<file path="src/sv/srle_pkg.sv">
// Shared types and constants for the sprite transparency RLE encoder.
`timescale 1ns / 1ps
package srle_pkg;

   localparam int MAX_RUN_DEFAULT = 126;
   localparam int RUN_W           = 7;
   localparam int BYTE_W          = 8;
   localparam int PACK_BYTES      = 8;
   localparam int PACK_W          = PACK_BYTES * BYTE_W;
   localparam int COUNT_W         = 4;
   localparam int LEN_W           = 24;

   localparam logic [RUN_W-1:0]   RUN_LIMIT_RESET = 7'd126;
   localparam logic [LEN_W-1:0]   HEADER_BYTES    = 24'd20;
   localparam logic [LEN_W-1:0]   LEN_MAX         = 24'hFFFFFF;
   localparam logic [BYTE_W-1:0]  TRN_FLAG        = 8'h80;
   localparam logic [COUNT_W-1:0] PACK_FULL       = 4'd8;

   typedef enum logic [1:0] {
      RUN_NONE = 2'd0,
      RUN_TRN  = 2'd1,
      RUN_OPQ  = 2'd2
   } run_kind_type;

   typedef enum logic [1:0] {
      SEL_NONE = 2'd0,
      SEL_HDR  = 2'd1,
      SEL_LIT  = 2'd2
   } byte_sel_type;

   typedef struct packed {
      logic         load_pixel;
      byte_sel_type put_sel;
      logic         clear_run;
      logic         join_run;
      logic         flush;
   } dp_cmd_type;

   typedef struct packed {
      logic need_close;
      logic run_opaque;
      logic lit_last;
      logic can_put;
      logic out_free;
      logic acc_empty;
      logic joined;
      logic pix_fend;
   } dp_sts_type;

endpackage

</file>
<file path="src/sv/srle_if.sv">
// Pixel and packed-byte channel interfaces.
`timescale 1ns / 1ps
interface srle_req_if;
   logic       valid;
   logic       ready;
   logic       opaque;
   logic [7:0] color_index;
   logic       frame_end;

   modport source (output valid, opaque, color_index, frame_end, input ready);
   modport sink   (input valid, opaque, color_index, frame_end, output ready);
endinterface

interface srle_rsp_if;
   logic                                valid;
   logic                                ready;
   logic [srle_pkg::PACK_W-1:0]         packed_bytes;
   logic [srle_pkg::COUNT_W-1:0]        byte_count;
   logic                                frame_done;
   logic [srle_pkg::LEN_W-1:0]          frame_length;
   logic                                last;

   modport source (output valid, packed_bytes, byte_count, frame_done, frame_length, last,
                   input ready);
   modport sink   (input valid, packed_bytes, byte_count, frame_done, frame_length, last,
                   output ready);
endinterface

</file>
<file path="src/sv/srle_datapath.sv">
// Datapath: run state, literal memory, byte packer, frame length and output register.
`timescale 1ns / 1ps
module srle_datapath #(
   parameter int MAX_RUN = srle_pkg::MAX_RUN_DEFAULT
) (
   input  logic                             clock,
   input  logic                             reset,
   input  logic                             csr_wr_en,
   input  logic [srle_pkg::RUN_W-1:0]       csr_wr_data,
   input  logic                             pix_opaque,
   input  logic [srle_pkg::BYTE_W-1:0]      pix_index,
   input  logic                             pix_fend,
   input  srle_pkg::dp_cmd_type             cmd,
   output srle_pkg::dp_sts_type             sts,
   output logic                             out_valid,
   input  logic                             out_ready,
   output logic [srle_pkg::PACK_W-1:0]      out_bytes,
   output logic [srle_pkg::COUNT_W-1:0]     out_count,
   output logic                             out_done,
   output logic [srle_pkg::LEN_W-1:0]       out_length,
   output logic                             out_last
);

   localparam int ADDR_W = (MAX_RUN > 1) ? $clog2(MAX_RUN) : 1;
   localparam logic [srle_pkg::RUN_W-1:0] MAX_RUN_V = srle_pkg::RUN_W'(MAX_RUN);

   logic [srle_pkg::RUN_W-1:0]    run_limit_ff, run_limit_in;
   srle_pkg::run_kind_type        run_kind_ff, run_kind_in;
   logic [srle_pkg::RUN_W-1:0]    run_len_ff, run_len_in;
   logic [srle_pkg::RUN_W-1:0]    lit_idx_ff, lit_idx_in;
   logic                          joined_ff, joined_in;
   logic                          pix_opaque_ff;
   logic [srle_pkg::BYTE_W-1:0]   pix_index_ff;
   logic                          pix_fend_ff;
   logic [srle_pkg::LEN_W-1:0]    frame_bytes_ff, frame_bytes_in;
   logic [srle_pkg::PACK_W-1:0]   acc_ff, acc_in;
   logic [srle_pkg::COUNT_W-1:0]  acc_cnt_ff, acc_cnt_in;
   logic [srle_pkg::BYTE_W-1:0]   rd_data_ff;
   logic [srle_pkg::BYTE_W-1:0]   mem [MAX_RUN];

   logic                          out_valid_ff, out_valid_in;
   logic [srle_pkg::PACK_W-1:0]   out_bytes_ff, out_bytes_in;
   logic [srle_pkg::COUNT_W-1:0]  out_count_ff, out_count_in;
   logic                          out_done_ff, out_done_in;
   logic [srle_pkg::LEN_W-1:0]    out_length_ff, out_length_in;
   logic                          out_last_ff, out_last_in;

   logic [srle_pkg::RUN_W-1:0]    eff_lim;
   srle_pkg::run_kind_type        pix_kind;
   logic [srle_pkg::RUN_W-1:0]    len_base;
   logic [srle_pkg::BYTE_W-1:0]   hdr_byte;
   logic [srle_pkg::BYTE_W-1:0]   put_byte;
   logic                          put;
   logic                          out_free;
   logic                          can_put;
   logic                          wr_en;
   logic [ADDR_W-1:0]             wr_addr;
   logic [ADDR_W-1:0]             rd_addr;

   assign pix_kind = pix_opaque_ff ? srle_pkg::RUN_OPQ : srle_pkg::RUN_TRN;
   assign out_free = !out_valid_ff || out_ready;
   assign can_put  = (acc_cnt_ff != srle_pkg::PACK_FULL) || out_free;
   assign put      = (cmd.put_sel != srle_pkg::SEL_NONE) && can_put;
   assign len_base = (run_kind_ff == srle_pkg::RUN_NONE) ? '0 : run_len_ff;
   assign hdr_byte = (run_kind_ff == srle_pkg::RUN_TRN) ?
                     (srle_pkg::TRN_FLAG | {1'b0, run_len_ff}) : {1'b0, run_len_ff};
   assign put_byte = (cmd.put_sel == srle_pkg::SEL_LIT) ? rd_data_ff : hdr_byte;
   assign wr_en    = cmd.join_run && pix_opaque_ff && (len_base < MAX_RUN_V);
   assign wr_addr  = len_base[ADDR_W-1:0];
   assign rd_addr  = (lit_idx_in < MAX_RUN_V) ? lit_idx_in[ADDR_W-1:0] : '0;

   always_comb begin
      eff_lim = run_limit_ff;
      if (eff_lim == '0) begin
         eff_lim = srle_pkg::RUN_W'(1);
      end
      if (eff_lim > MAX_RUN_V) begin
         eff_lim = MAX_RUN_V;
      end
   end

   always_comb begin
      sts.need_close = (run_kind_ff != srle_pkg::RUN_NONE) &&
                       (joined_ff || (run_kind_ff != pix_kind) || (run_len_ff >= eff_lim));
      sts.run_opaque = (run_kind_ff == srle_pkg::RUN_OPQ);
      sts.lit_last   = (lit_idx_ff == (run_len_ff - srle_pkg::RUN_W'(1)));
      sts.can_put    = can_put;
      sts.out_free   = out_free;
      sts.acc_empty  = (acc_cnt_ff == '0);
      sts.joined     = joined_ff;
      sts.pix_fend   = pix_fend_ff;
   end

   always_comb begin
      run_limit_in   = csr_wr_en ? csr_wr_data : run_limit_ff;
      run_kind_in    = run_kind_ff;
      run_len_in     = run_len_ff;
      lit_idx_in     = lit_idx_ff;
      joined_in      = joined_ff;
      frame_bytes_in = frame_bytes_ff;
      acc_in         = acc_ff;
      acc_cnt_in     = acc_cnt_ff;
      out_valid_in   = out_valid_ff && !out_ready;
      out_bytes_in   = out_bytes_ff;
      out_count_in   = out_count_ff;
      out_done_in    = out_done_ff;
      out_length_in  = out_length_ff;
      out_last_in    = out_last_ff;

      if (cmd.load_pixel) begin
         joined_in = 1'b0;
      end

      if (cmd.join_run) begin
         run_kind_in = pix_kind;
         run_len_in  = (len_base != '1) ? len_base + srle_pkg::RUN_W'(1) : len_base;
         joined_in   = 1'b1;
      end

      if (put) begin
         if (frame_bytes_ff != srle_pkg::LEN_MAX) begin
            frame_bytes_in = frame_bytes_ff + srle_pkg::LEN_W'(1);
         end
         if (cmd.put_sel == srle_pkg::SEL_LIT) begin
            lit_idx_in = lit_idx_ff + srle_pkg::RUN_W'(1);
         end
         if (acc_cnt_ff == srle_pkg::PACK_FULL) begin
            out_valid_in  = 1'b1;
            out_bytes_in  = acc_ff;
            out_count_in  = acc_cnt_ff;
            out_done_in   = 1'b0;
            out_length_in = '0;
            out_last_in   = 1'b0;
         end
         if ((acc_cnt_ff == '0) || (acc_cnt_ff == srle_pkg::PACK_FULL)) begin
            acc_in     = {{(srle_pkg::PACK_W - srle_pkg::BYTE_W){1'b0}}, put_byte};
            acc_cnt_in = srle_pkg::COUNT_W'(1);
         end else begin
            for (int i = 1; i < srle_pkg::PACK_BYTES; i++) begin
               if (acc_cnt_ff == srle_pkg::COUNT_W'(i)) begin
                  acc_in[i*srle_pkg::BYTE_W +: srle_pkg::BYTE_W] = put_byte;
               end
            end
            acc_cnt_in = acc_cnt_ff + srle_pkg::COUNT_W'(1);
         end
      end

      if (cmd.clear_run) begin
         run_kind_in = srle_pkg::RUN_NONE;
         run_len_in  = '0;
         lit_idx_in  = '0;
      end

      if (cmd.flush && out_free) begin
         out_valid_in  = 1'b1;
         out_bytes_in  = acc_ff;
         out_count_in  = acc_cnt_ff;
         out_done_in   = pix_fend_ff;
         out_length_in = pix_fend_ff ? frame_bytes_ff : '0;
         out_last_in   = 1'b1;
         acc_cnt_in    = '0;
         if (pix_fend_ff) begin
            frame_bytes_in = srle_pkg::HEADER_BYTES;
         end
      end
   end

   always_ff @(posedge clock) begin
      if (reset) begin
         run_limit_ff   <= srle_pkg::RUN_LIMIT_RESET;
         run_kind_ff    <= srle_pkg::RUN_NONE;
         run_len_ff     <= '0;
         lit_idx_ff     <= '0;
         joined_ff      <= 1'b0;
         frame_bytes_ff <= srle_pkg::HEADER_BYTES;
         acc_cnt_ff     <= '0;
         out_valid_ff   <= 1'b0;
      end else begin
         run_limit_ff   <= run_limit_in;
         run_kind_ff    <= run_kind_in;
         run_len_ff     <= run_len_in;
         lit_idx_ff     <= lit_idx_in;
         joined_ff      <= joined_in;
         frame_bytes_ff <= frame_bytes_in;
         acc_cnt_ff     <= acc_cnt_in;
         out_valid_ff   <= out_valid_in;
      end
   end

   always_ff @(posedge clock) begin
      if (cmd.load_pixel) begin
         pix_opaque_ff <= pix_opaque;
         pix_index_ff  <= pix_index;
         pix_fend_ff   <= pix_fend;
      end
      acc_ff        <= acc_in;
      out_bytes_ff  <= out_bytes_in;
      out_count_ff  <= out_count_in;
      out_done_ff   <= out_done_in;
      out_length_ff <= out_length_in;
      out_last_ff   <= out_last_in;
   end

   // literal store: one write port, one registered read port
   always_ff @(posedge clock) begin
      if (wr_en) begin
         mem[wr_addr] <= pix_index_ff;
      end
      rd_data_ff <= mem[rd_addr];
   end

   assign out_valid  = out_valid_ff;
   assign out_bytes  = out_bytes_ff;
   assign out_count  = out_count_ff;
   assign out_done   = out_done_ff;
   assign out_length = out_length_ff;
   assign out_last   = out_last_ff;

endmodule

</file>
<file path="src/sv/srle_ctrl.sv">
// Controller: sequences pixel load, run close, literal drain and result flush.
`timescale 1ns / 1ps
module srle_ctrl (
   input  logic                  clock,
   input  logic                  reset,
   input  logic                  req_valid,
   output logic                  req_ready,
   input  srle_pkg::dp_sts_type  sts,
   output srle_pkg::dp_cmd_type  cmd
);

   typedef enum logic [1:0] {
      ST_IDLE,
      ST_EVAL,
      ST_LIT,
      ST_FLUSH
   } state_type;

   state_type state_ff, state_in;

   always_comb begin
      state_in      = state_ff;
      cmd.load_pixel = 1'b0;
      cmd.put_sel   = srle_pkg::SEL_NONE;
      cmd.clear_run = 1'b0;
      cmd.join_run  = 1'b0;
      cmd.flush     = 1'b0;
      req_ready     = 1'b0;

      unique case (state_ff)
         ST_IDLE: begin
            req_ready = 1'b1;
            if (req_valid) begin
               cmd.load_pixel = 1'b1;
               state_in       = ST_EVAL;
            end
         end
         ST_EVAL: begin
            if (sts.need_close) begin
               cmd.put_sel = srle_pkg::SEL_HDR;
               if (sts.can_put) begin
                  if (sts.run_opaque) begin
                     state_in = ST_LIT;
                  end else begin
                     cmd.clear_run = 1'b1;
                  end
               end
            end else if (!sts.joined) begin
               cmd.join_run = 1'b1;
               if (sts.pix_fend) begin
                  state_in = ST_EVAL;
               end else if (sts.acc_empty) begin
                  state_in = ST_IDLE;
               end else begin
                  state_in = ST_FLUSH;
               end
            end else begin
               state_in = ST_FLUSH;
            end
         end
         ST_LIT: begin
            cmd.put_sel = srle_pkg::SEL_LIT;
            if (sts.can_put && sts.lit_last) begin
               cmd.clear_run = 1'b1;
               state_in      = ST_EVAL;
            end
         end
         ST_FLUSH: begin
            cmd.flush = 1'b1;
            if (sts.out_free) begin
               state_in = ST_IDLE;
            end
         end
         default: begin
            state_in = ST_IDLE;
         end
      endcase
   end

   always_ff @(posedge clock) begin
      if (reset) begin
         state_ff <= ST_IDLE;
      end else begin
         state_ff <= state_in;
      end
   end

endmodule

</file>
<file path="src/sv/sprite_transparency_rle_encoder_core.sv">
// Top level of the sprite transparency run-length encoder.
// Channels: req_chan takes one pixel per beat (opaque flag, color index, frame end);
// rsp_chan gives up to eight encoded bytes per beat, first byte in bits 7:0, with
// byte_count, last (final beat caused by the pixel), and frame_done / frame_length
// on the final beat of a frame. csr_wr_en / csr_wr_data write run_limit.
// Sequence: a pixel that only extends a run is accepted, then joined, and gives
// no beat. Closing a run puts out the header byte, then for an opaque run one
// literal a cycle from the literal store's registered read port while the packer
// can take a byte; a pixel with bytes then flushes what is left in the packer as
// its final beat. On frame end the run is closed after the join.
// The last beat is valid at the edge that ends the pixel's final cycle; the next
// pixel is taken in the following cycle.
// Reset clears run state, sets run_limit to 126 and the frame length to 20; the
// literal store is not cleared; every entry is written before its byte is sent.
// A stalled receiver holds the output register; the encoder keeps working until a
// ninth byte or the flush needs the register, then waits. A new pixel is taken
// while the last beat of the previous one is still waiting.
`timescale 1ns / 1ps
module sprite_transparency_rle_encoder_core #(
   parameter int MAX_RUN = srle_pkg::MAX_RUN_DEFAULT
) (
   input  logic                        clock,
   input  logic                        reset,
   srle_req_if.sink                    req_chan,
   srle_rsp_if.source                  rsp_chan,
   input  logic                        csr_wr_en,
   input  logic [srle_pkg::RUN_W-1:0]  csr_wr_data
);

   srle_pkg::dp_cmd_type cmd;
   srle_pkg::dp_sts_type sts;

   srle_ctrl u_ctrl (
      .clock     (clock),
      .reset     (reset),
      .req_valid (req_chan.valid),
      .req_ready (req_chan.ready),
      .sts       (sts),
      .cmd       (cmd)
   );

   srle_datapath #(
      .MAX_RUN (MAX_RUN)
   ) u_datapath (
      .clock       (clock),
      .reset       (reset),
      .csr_wr_en   (csr_wr_en),
      .csr_wr_data (csr_wr_data),
      .pix_opaque  (req_chan.opaque),
      .pix_index   (req_chan.color_index),
      .pix_fend    (req_chan.frame_end),
      .cmd         (cmd),
      .sts         (sts),
      .out_valid   (rsp_chan.valid),
      .out_ready   (rsp_chan.ready),
      .out_bytes   (rsp_chan.packed_bytes),
      .out_count   (rsp_chan.byte_count),
      .out_done    (rsp_chan.frame_done),
      .out_length  (rsp_chan.frame_length),
      .out_last    (rsp_chan.last)
   );

   // new pixel only once the previous one's bytes have all left the packer
   a_accept_packer_empty: assert property (@(posedge clock) disable iff (reset)
      (req_chan.valid && req_chan.ready) |-> sts.acc_empty)
      else $error("pixel accepted with bytes still in packer");

   a_done_is_last: assert property (@(posedge clock) disable iff (reset)
      (rsp_chan.valid && rsp_chan.frame_done) |-> rsp_chan.last)
      else $error("frame_done beat without last");

   a_count_range: assert property (@(posedge clock) disable iff (reset)
      rsp_chan.valid |-> (rsp_chan.byte_count != '0 &&
                          rsp_chan.byte_count <= srle_pkg::PACK_FULL))
      else $error("byte_count out of range");

   a_length_floor: assert property (@(posedge clock) disable iff (reset)
      (rsp_chan.valid && rsp_chan.frame_done) |->
         (rsp_chan.frame_length > srle_pkg::HEADER_BYTES))
      else $error("frame_length below header size");

endmodule
</file>
<file path="src/flat_wrapper.sv">
// flat-port wrapper written by rule: the top's interface ports become plain ports
module sprite_transparency_rle_encoder_core_flat 
#(
   parameter int MAX_RUN = srle_pkg::MAX_RUN_DEFAULT
)
  (clock, reset, csr_wr_en, csr_wr_data, req_chan_valid, req_chan_opaque, req_chan_color_index, req_chan_frame_end, req_chan_ready, rsp_chan_valid, rsp_chan_packed_bytes, rsp_chan_byte_count, rsp_chan_frame_done, rsp_chan_frame_length, rsp_chan_last, rsp_chan_ready);
  srle_req_if req_chan_i ();
  srle_rsp_if rsp_chan_i ();
  input  logic clock;
  input  logic reset;
  input  logic csr_wr_en;
  input  logic [srle_pkg::RUN_W-1:0] csr_wr_data;
  input wire logic [$bits(req_chan_i.valid)-1:0] req_chan_valid;
  input wire logic [$bits(req_chan_i.opaque)-1:0] req_chan_opaque;
  input wire logic [$bits(req_chan_i.color_index)-1:0] req_chan_color_index;
  input wire logic [$bits(req_chan_i.frame_end)-1:0] req_chan_frame_end;
  output wire logic [$bits(req_chan_i.ready)-1:0] req_chan_ready;
  output wire logic [$bits(rsp_chan_i.valid)-1:0] rsp_chan_valid;
  output wire logic [$bits(rsp_chan_i.packed_bytes)-1:0] rsp_chan_packed_bytes;
  output wire logic [$bits(rsp_chan_i.byte_count)-1:0] rsp_chan_byte_count;
  output wire logic [$bits(rsp_chan_i.frame_done)-1:0] rsp_chan_frame_done;
  output wire logic [$bits(rsp_chan_i.frame_length)-1:0] rsp_chan_frame_length;
  output wire logic [$bits(rsp_chan_i.last)-1:0] rsp_chan_last;
  input wire logic [$bits(rsp_chan_i.ready)-1:0] rsp_chan_ready;
  assign req_chan_i.valid = req_chan_valid;
  assign req_chan_i.opaque = req_chan_opaque;
  assign req_chan_i.color_index = req_chan_color_index;
  assign req_chan_i.frame_end = req_chan_frame_end;
  assign req_chan_ready = req_chan_i.ready;
  assign rsp_chan_valid = rsp_chan_i.valid;
  assign rsp_chan_packed_bytes = rsp_chan_i.packed_bytes;
  assign rsp_chan_byte_count = rsp_chan_i.byte_count;
  assign rsp_chan_frame_done = rsp_chan_i.frame_done;
  assign rsp_chan_frame_length = rsp_chan_i.frame_length;
  assign rsp_chan_last = rsp_chan_i.last;
  assign rsp_chan_i.ready = rsp_chan_ready;
  sprite_transparency_rle_encoder_core #(.MAX_RUN(MAX_RUN)) u_core (.clock(clock), .reset(reset), .req_chan(req_chan_i), .rsp_chan(rsp_chan_i), .csr_wr_en(csr_wr_en), .csr_wr_data(csr_wr_data));
endmodule
</file>
<file path="config.mk">
export PLATFORM = sky130hd
export DESIGN_NAME = sprite_transparency_rle_encoder_core_flat
export DESIGN_NICKNAME = d
export VERILOG_FILES = /design/src/sv/srle_pkg.sv /design/src/sv/srle_if.sv /design/src/sv/srle_datapath.sv /design/src/sv/srle_ctrl.sv /design/src/sv/sprite_transparency_rle_encoder_core.sv /design/src/flat_wrapper.sv
export SDC_FILE = /design/constraint.sdc
export NUM_CORES = 2
export LEC_CHECK = 0
export ABC_CLOCK_PERIOD_IN_PS = 14350
export BUFFER_PORTS_ARGS = -buffer_cell sky130_fd_sc_hd__buf_2
export CORE_UTILIZATION = 48
export CTS_CLUSTER_SIZE = 14
export DETAILED_ROUTE_END_ITERATION = 12
export GPL_ROUTABILITY_DRIVEN = 0
export SYNTH_ARGS = -nofsm -noshare
export SYNTH_HDL_FRONTEND = slang
export SYNTH_SLANG_ARGS = --single-unit
</file>
<file path="constraint.sdc">
create_clock -name clock -period 14.35 [get_ports clock]
set_input_delay 1.435 -clock clock [delete_from_list [all_inputs] [get_ports clock]]
set_output_delay 1.435 -clock clock [all_outputs]
set_load 0.02 [all_outputs]
</file>
==> flow_metrics.env <==
export IMPL_outcome="finished, final reports clean"
export IMPL_ff2ff_setup_slack_ns=7.65
export IMPL_avgViaCountPerCell=6.106
export IMPL_seq_area_frac_synth=0.7414
export IMPL_grt_max_degree=157
export IMPL_drive_gt1_frac=0.1173
export IMPL_synth_seq_cells=1239
export IMPL_swShare=0.2412
export IMPL_route_met2_wl_mm=67.07
export IMPL_dp_hpwl_mm=86.52
export IMPL_timing_final_crit_share=0.4669
export IMPL_placed_area_um2=51280
export IMPL_cts_tree="done"
export IMPL_async_flop_share=0
export IMPL_power_share_clock=0.393
export IMPL_met3_length_mm=13.26
export IMPL_chipWidth_um=322.5
export IMPL_via_count=31010
export IMPL_first_pass_iters=6
export IMPL_top_layer_used="met5"
export IMPL_synth_most_common_cell="edfxtp_1"
export IMPL_first_iter_violations=3572
export IMPL_numPortBuffers=117
export IMPL_synth_cells=3486
export IMPL_initial_utilization=0.4847
export IMPL_critPathRequiredTime_ns=15.02
export IMPL_cts_hold_buf=0
export IMPL_final_core_util=0.5435
export IMPL_intPower_w=0.006242
export IMPL_dp_cells=4847
export IMPL_wl_per_cell_um=28.27
export IMPL_fin_crit_ns=6.700
export IMPL_synth_largest_area_cell="edfxtp_1"
export IMPL_finalSetupViolCount=0
export IMPL_ir_drop_uv=106.5
export IMPL_antenna_found_initial=2
export IMPL_antenna_cells=0
export IMPL_grt_pass1_vias=28960
export IMPL_clockBufferDepth=3
export IMPL_worstHoldPathCells=0
export IMPL_worst_slew_pin_slew_ns=1.381
export IMPL_max_slew_margin_rel=0.07373
export IMPL_grt_pass1_wl_mm=206.7
export IMPL_cts_buffers_inserted=130
export IMPL_rsz0062_at_grt="false"
export IMPL_ys_warn_count=0
export IMPL_path_max_fanout=43
export IMPL_die_h_um=322.5
export IMPL_synth_edf_count=1175
export IMPL_seqPwrFrac=0.521
export IMPL_synth_top_family_by_area="simple AND/OR/NAND/NOR gates"
export IMPL_design_die_area_um2=104000
export IMPL_pwr_share_comb=0.087
export IMPL_stdcell_area_um2=55290
export IMPL_synthFlopType="edfxtp_1"
export IMPL_synth_simple_area_share=0.1122
export IMPL_area_delta_synth_final_pct=12.12
export IMPL_grt_ovfl_total=0
export IMPL_synthXorXnorAreaFrac=0.005150
export IMPL_synth_area_um2=49320
export IMPL_r2r_cells=13
export IMPL_endpoint_kind="flop"
export IMPL_min_to="u_core.u_datapath.out_bytes[0]$_DFFE_PP_"
export IMPL_max_freq_ghz=0.1492
export IMPL_power_density_nw_per_um2=148.8
export IMPL_path_class="flop to flop"
export IMPL_netlist_area_leader_share=0.7155
export IMPL_timing_rr_end="u_core.u_datapath.rd_data_ff[6]$_DFF_P_"
export IMPL_r2r_start="u_core.u_datapath.acc_cnt_ff[0]$_SDFFE_PP0N_"
export IMPL_p_leak_nw=18.55
export IMPL_slew_viol_final=0
export IMPL_maxCapViolCount=0
export IMPL_clock_sinks=1239
export IMPL_critPathArrivalTime_ns=7.37
export IMPL_io_pins=118
export IMPL_path_clk_slew_ns=0.06
export IMPL_hold_viol=0
export IMPL_synth_compound_area_frac=0.09022
export IMPL_ctsResizeCount=0
export IMPL_nNetsFinal=3654
export IMPL_synth_nets=3528
export IMPL_muxShareOfSynthArea=0.02380
export IMPL_synth_fa_ha_area_frac=0.005074
export IMPL_htreeDepth=4
export IMPL_post_cts_buffers=0
export IMPL_root_buffer="clkbuf_16"
export IMPL_worstHoldStart="u_core.u_datapath.acc_ff[0]$_DFFE_PP_"
export IMPL_core_um2=101700
export IMPL_grt_use_total=0.2766
export IMPL_synth_area_top_cells="edfxtp_1 (72%), nand2_1 (4.1%), dfxtp_1 (2.6%)"
export IMPL_power_switching_w=0.001984
export IMPL_clock_skew_ns=0.02064
export IMPL_setup_tns_final_ns=0
export IMPL_yosys_cell_types_count=102
export IMPL_rows=117
export IMPL_drc=0
export IMPL_synth_common_cells="edfxtp_1 (1,175), nand2_1 (543), nor2_1 (293)"
export IMPL_ant_nets=0
export IMPL_startpoint_type="flop"
export IMPL_wl_met1_mm=57.96
export IMPL_instances_no_fill=5078
export IMPL_syn_mean_instance_area_um2=14.15
export IMPL_hold_class="flop to flop"
export IMPL_totalWireLength_mm=143.5
export IMPL_worst_skew_pair_late_latency_ns=0.73
worst max-delay path by stage:
stage	startpoint	end	slack (ns)	cells after the start
floorplan	u_core.u_datapath.run_limit_ff[2]$_SDFFE_PP1P_	u_core.u_datapath.out_bytes[0]$_DFFE_PP_	9.56	11
global placement	rsp_chan_ready	u_core.u_datapath.rd_data_ff[6]$_DFF_P_	7.32	12
detailed placement	rsp_chan_ready	u_core.u_datapath.rd_data_ff[6]$_DFF_P_	7.29	12
CTS	u_core.u_datapath.acc_cnt_ff[0]$_SDFFE_PP0N_	u_core.u_datapath.rd_data_ff[1]$_DFF_P_	7.83	16
global route	u_core.u_datapath.acc_cnt_ff[0]$_SDFFE_PP0N_	u_core.u_datapath.rd_data_ff[6]$_DFF_P_	7.43	13
finish	u_core.u_datapath.acc_cnt_ff[0]$_SDFFE_PP0N_	u_core.u_datapath.rd_data_ff[6]$_DFF_P_	7.65	13
power groups by stage:
stage / logic [W] / registers, W / clock network (W)
6_report: 0.000712 / 0.00428 / 0.00323
5_1_grt: 0.000760 / 0.00429 / 0.00340
4_1_cts: 0.000712 / 0.00428 / 0.00326
3_5_place_dp: 0.000710 / 0.00436 / 0
3_3_place_gp: 0.000702 / 0.00436 / 0
2_1_floorplan: 0.000308 / 0.00445 / 0
through the flow:
stage / power, W / hold slack (ns) / worst slack [ns]
CTS: 0.008256 / 0.4136 / 7.828
global placement: 0.005057 / 0.4006 / 7.318
detailed placement: 0.005068 / 0.4045 / 7.285
global route: 0.008447 / 0.4221 / 7.433
floorplan: 0.004761 / 0.4003 / 9.557
finish: 0.008227 / 0.4137 / 7.650
per-layer routing:
metal  up-vias  GRT usage
li1      13570          -
met1     15510     0.3837
met2      1641     0.4325
met3       286    0.05161
met4         2     0.1091
met5         -          0
logic make-up after synthesis:
group / Yosys count
AO/OA/AOI/OAI: 618
XOR/XNOR: 29
adder cells (fa/ha/maj): 20
buffers and inverters: 222
flip-flops: 1239
multiplexers: 116
AND/OR/NAND/NOR: 1242
area by class of cell:
class	count	area, µm²
clock buffers	165	3457
clock inverters	65	554.3
fillers	8297	46450
inverters	23	86.33
multi-input cells	2025	11750
flip-flops and latches	1239	36570
well taps	1368	1712
repair buffers	193	1166
critical path: stages (launching register included):
cell and delay, ns:
dfxtp_1 0.36, inv_1 0.12, ha_1 0.26, nand2b_1 0.33, o31ai_1 0.57, or2_0 0.54, o21ai_2 0.22, a211oi_4 1.04
o21ai_4 0.41, buf_4 0.51, a222oi_1 0.61, o22ai_1 0.23, a211oi_1 1.15, o32a_1 0.24
cells in the final DEF, fill, tap and decap left out, types with 8 or more instances in the layout:
cell type | synthesis | layout
o311ai_0 | 8 | 8
and2_1 | 43 | 43
mux2_2 | 9 | 9
clkinv_2 | 0 | 16
o22a_1 | 12 | 12
or3_1 | 21 | 21
and3_1 | 41 | 41
a32oi_1 | 9 | 9
o211ai_1 | 16 | 16
a21oi_1 | 125 | 125
a31oi_1 | 71 | 71
clkbuf_16 | 0 | 132
edfxtp_1 | 1175 | 1175
a211oi_1 | 23 | 22
nor4_1 | 11 | 11
nor2_1 | 293 | 292
o31ai_1 | 14 | 13
xnor2_1 | 13 | 13
a22oi_1 | 27 | 27
nor2b_1 | 10 | 10
nand2_1 | 543 | 539
a311oi_1 | 11 | 11
ha_1 | 20 | 20
nor3_1 | 51 | 49
inv_1 | 23 | 23
clkinv_1 | 0 | 30
a221oi_1 | 12 | 12
xor2_1 | 16 | 16
o2111ai_1 | 8 | 8
nand4_1 | 28 | 28
mux2i_1 | 106 | 106
dfxtp_1 | 64 | 64
clkbuf_1 | 69 | 30
buf_4 | 25 | 74
nand3_1 | 155 | 153
buf_2 | 88 | 117
bufinv_16 | 0 | 9
o21ai_0 | 89 | 89
o22ai_1 | 33 | 33
o221ai_1 | 49 | 49
state kept, by name (all words and copies together), names as in the netlist, 2 cells and up:
signal	flops
u_core.u_datapath.out_length	24
u_core.u_datapath.pix_index_ff	8
u_core.u_datapath.frame_bytes_ff	24
u_core.u_datapath.run_limit_ff	7
u_core.u_datapath.lit_idx_ff	7
u_core.u_datapath.acc_ff	64
u_core.u_datapath.run_len_ff	7
u_core.u_datapath.out_count	4
u_core.u_datapath.out_bytes	64
u_core.u_datapath.mem	1008
u_core.u_datapath.rd_data_ff	8
u_core.u_datapath.acc_cnt_ff	4
u_core.u_datapath.run_kind_ff	2
u_core.u_ctrl.state_ff	2
Note: power is estimated with default switching activity, not from simulation.
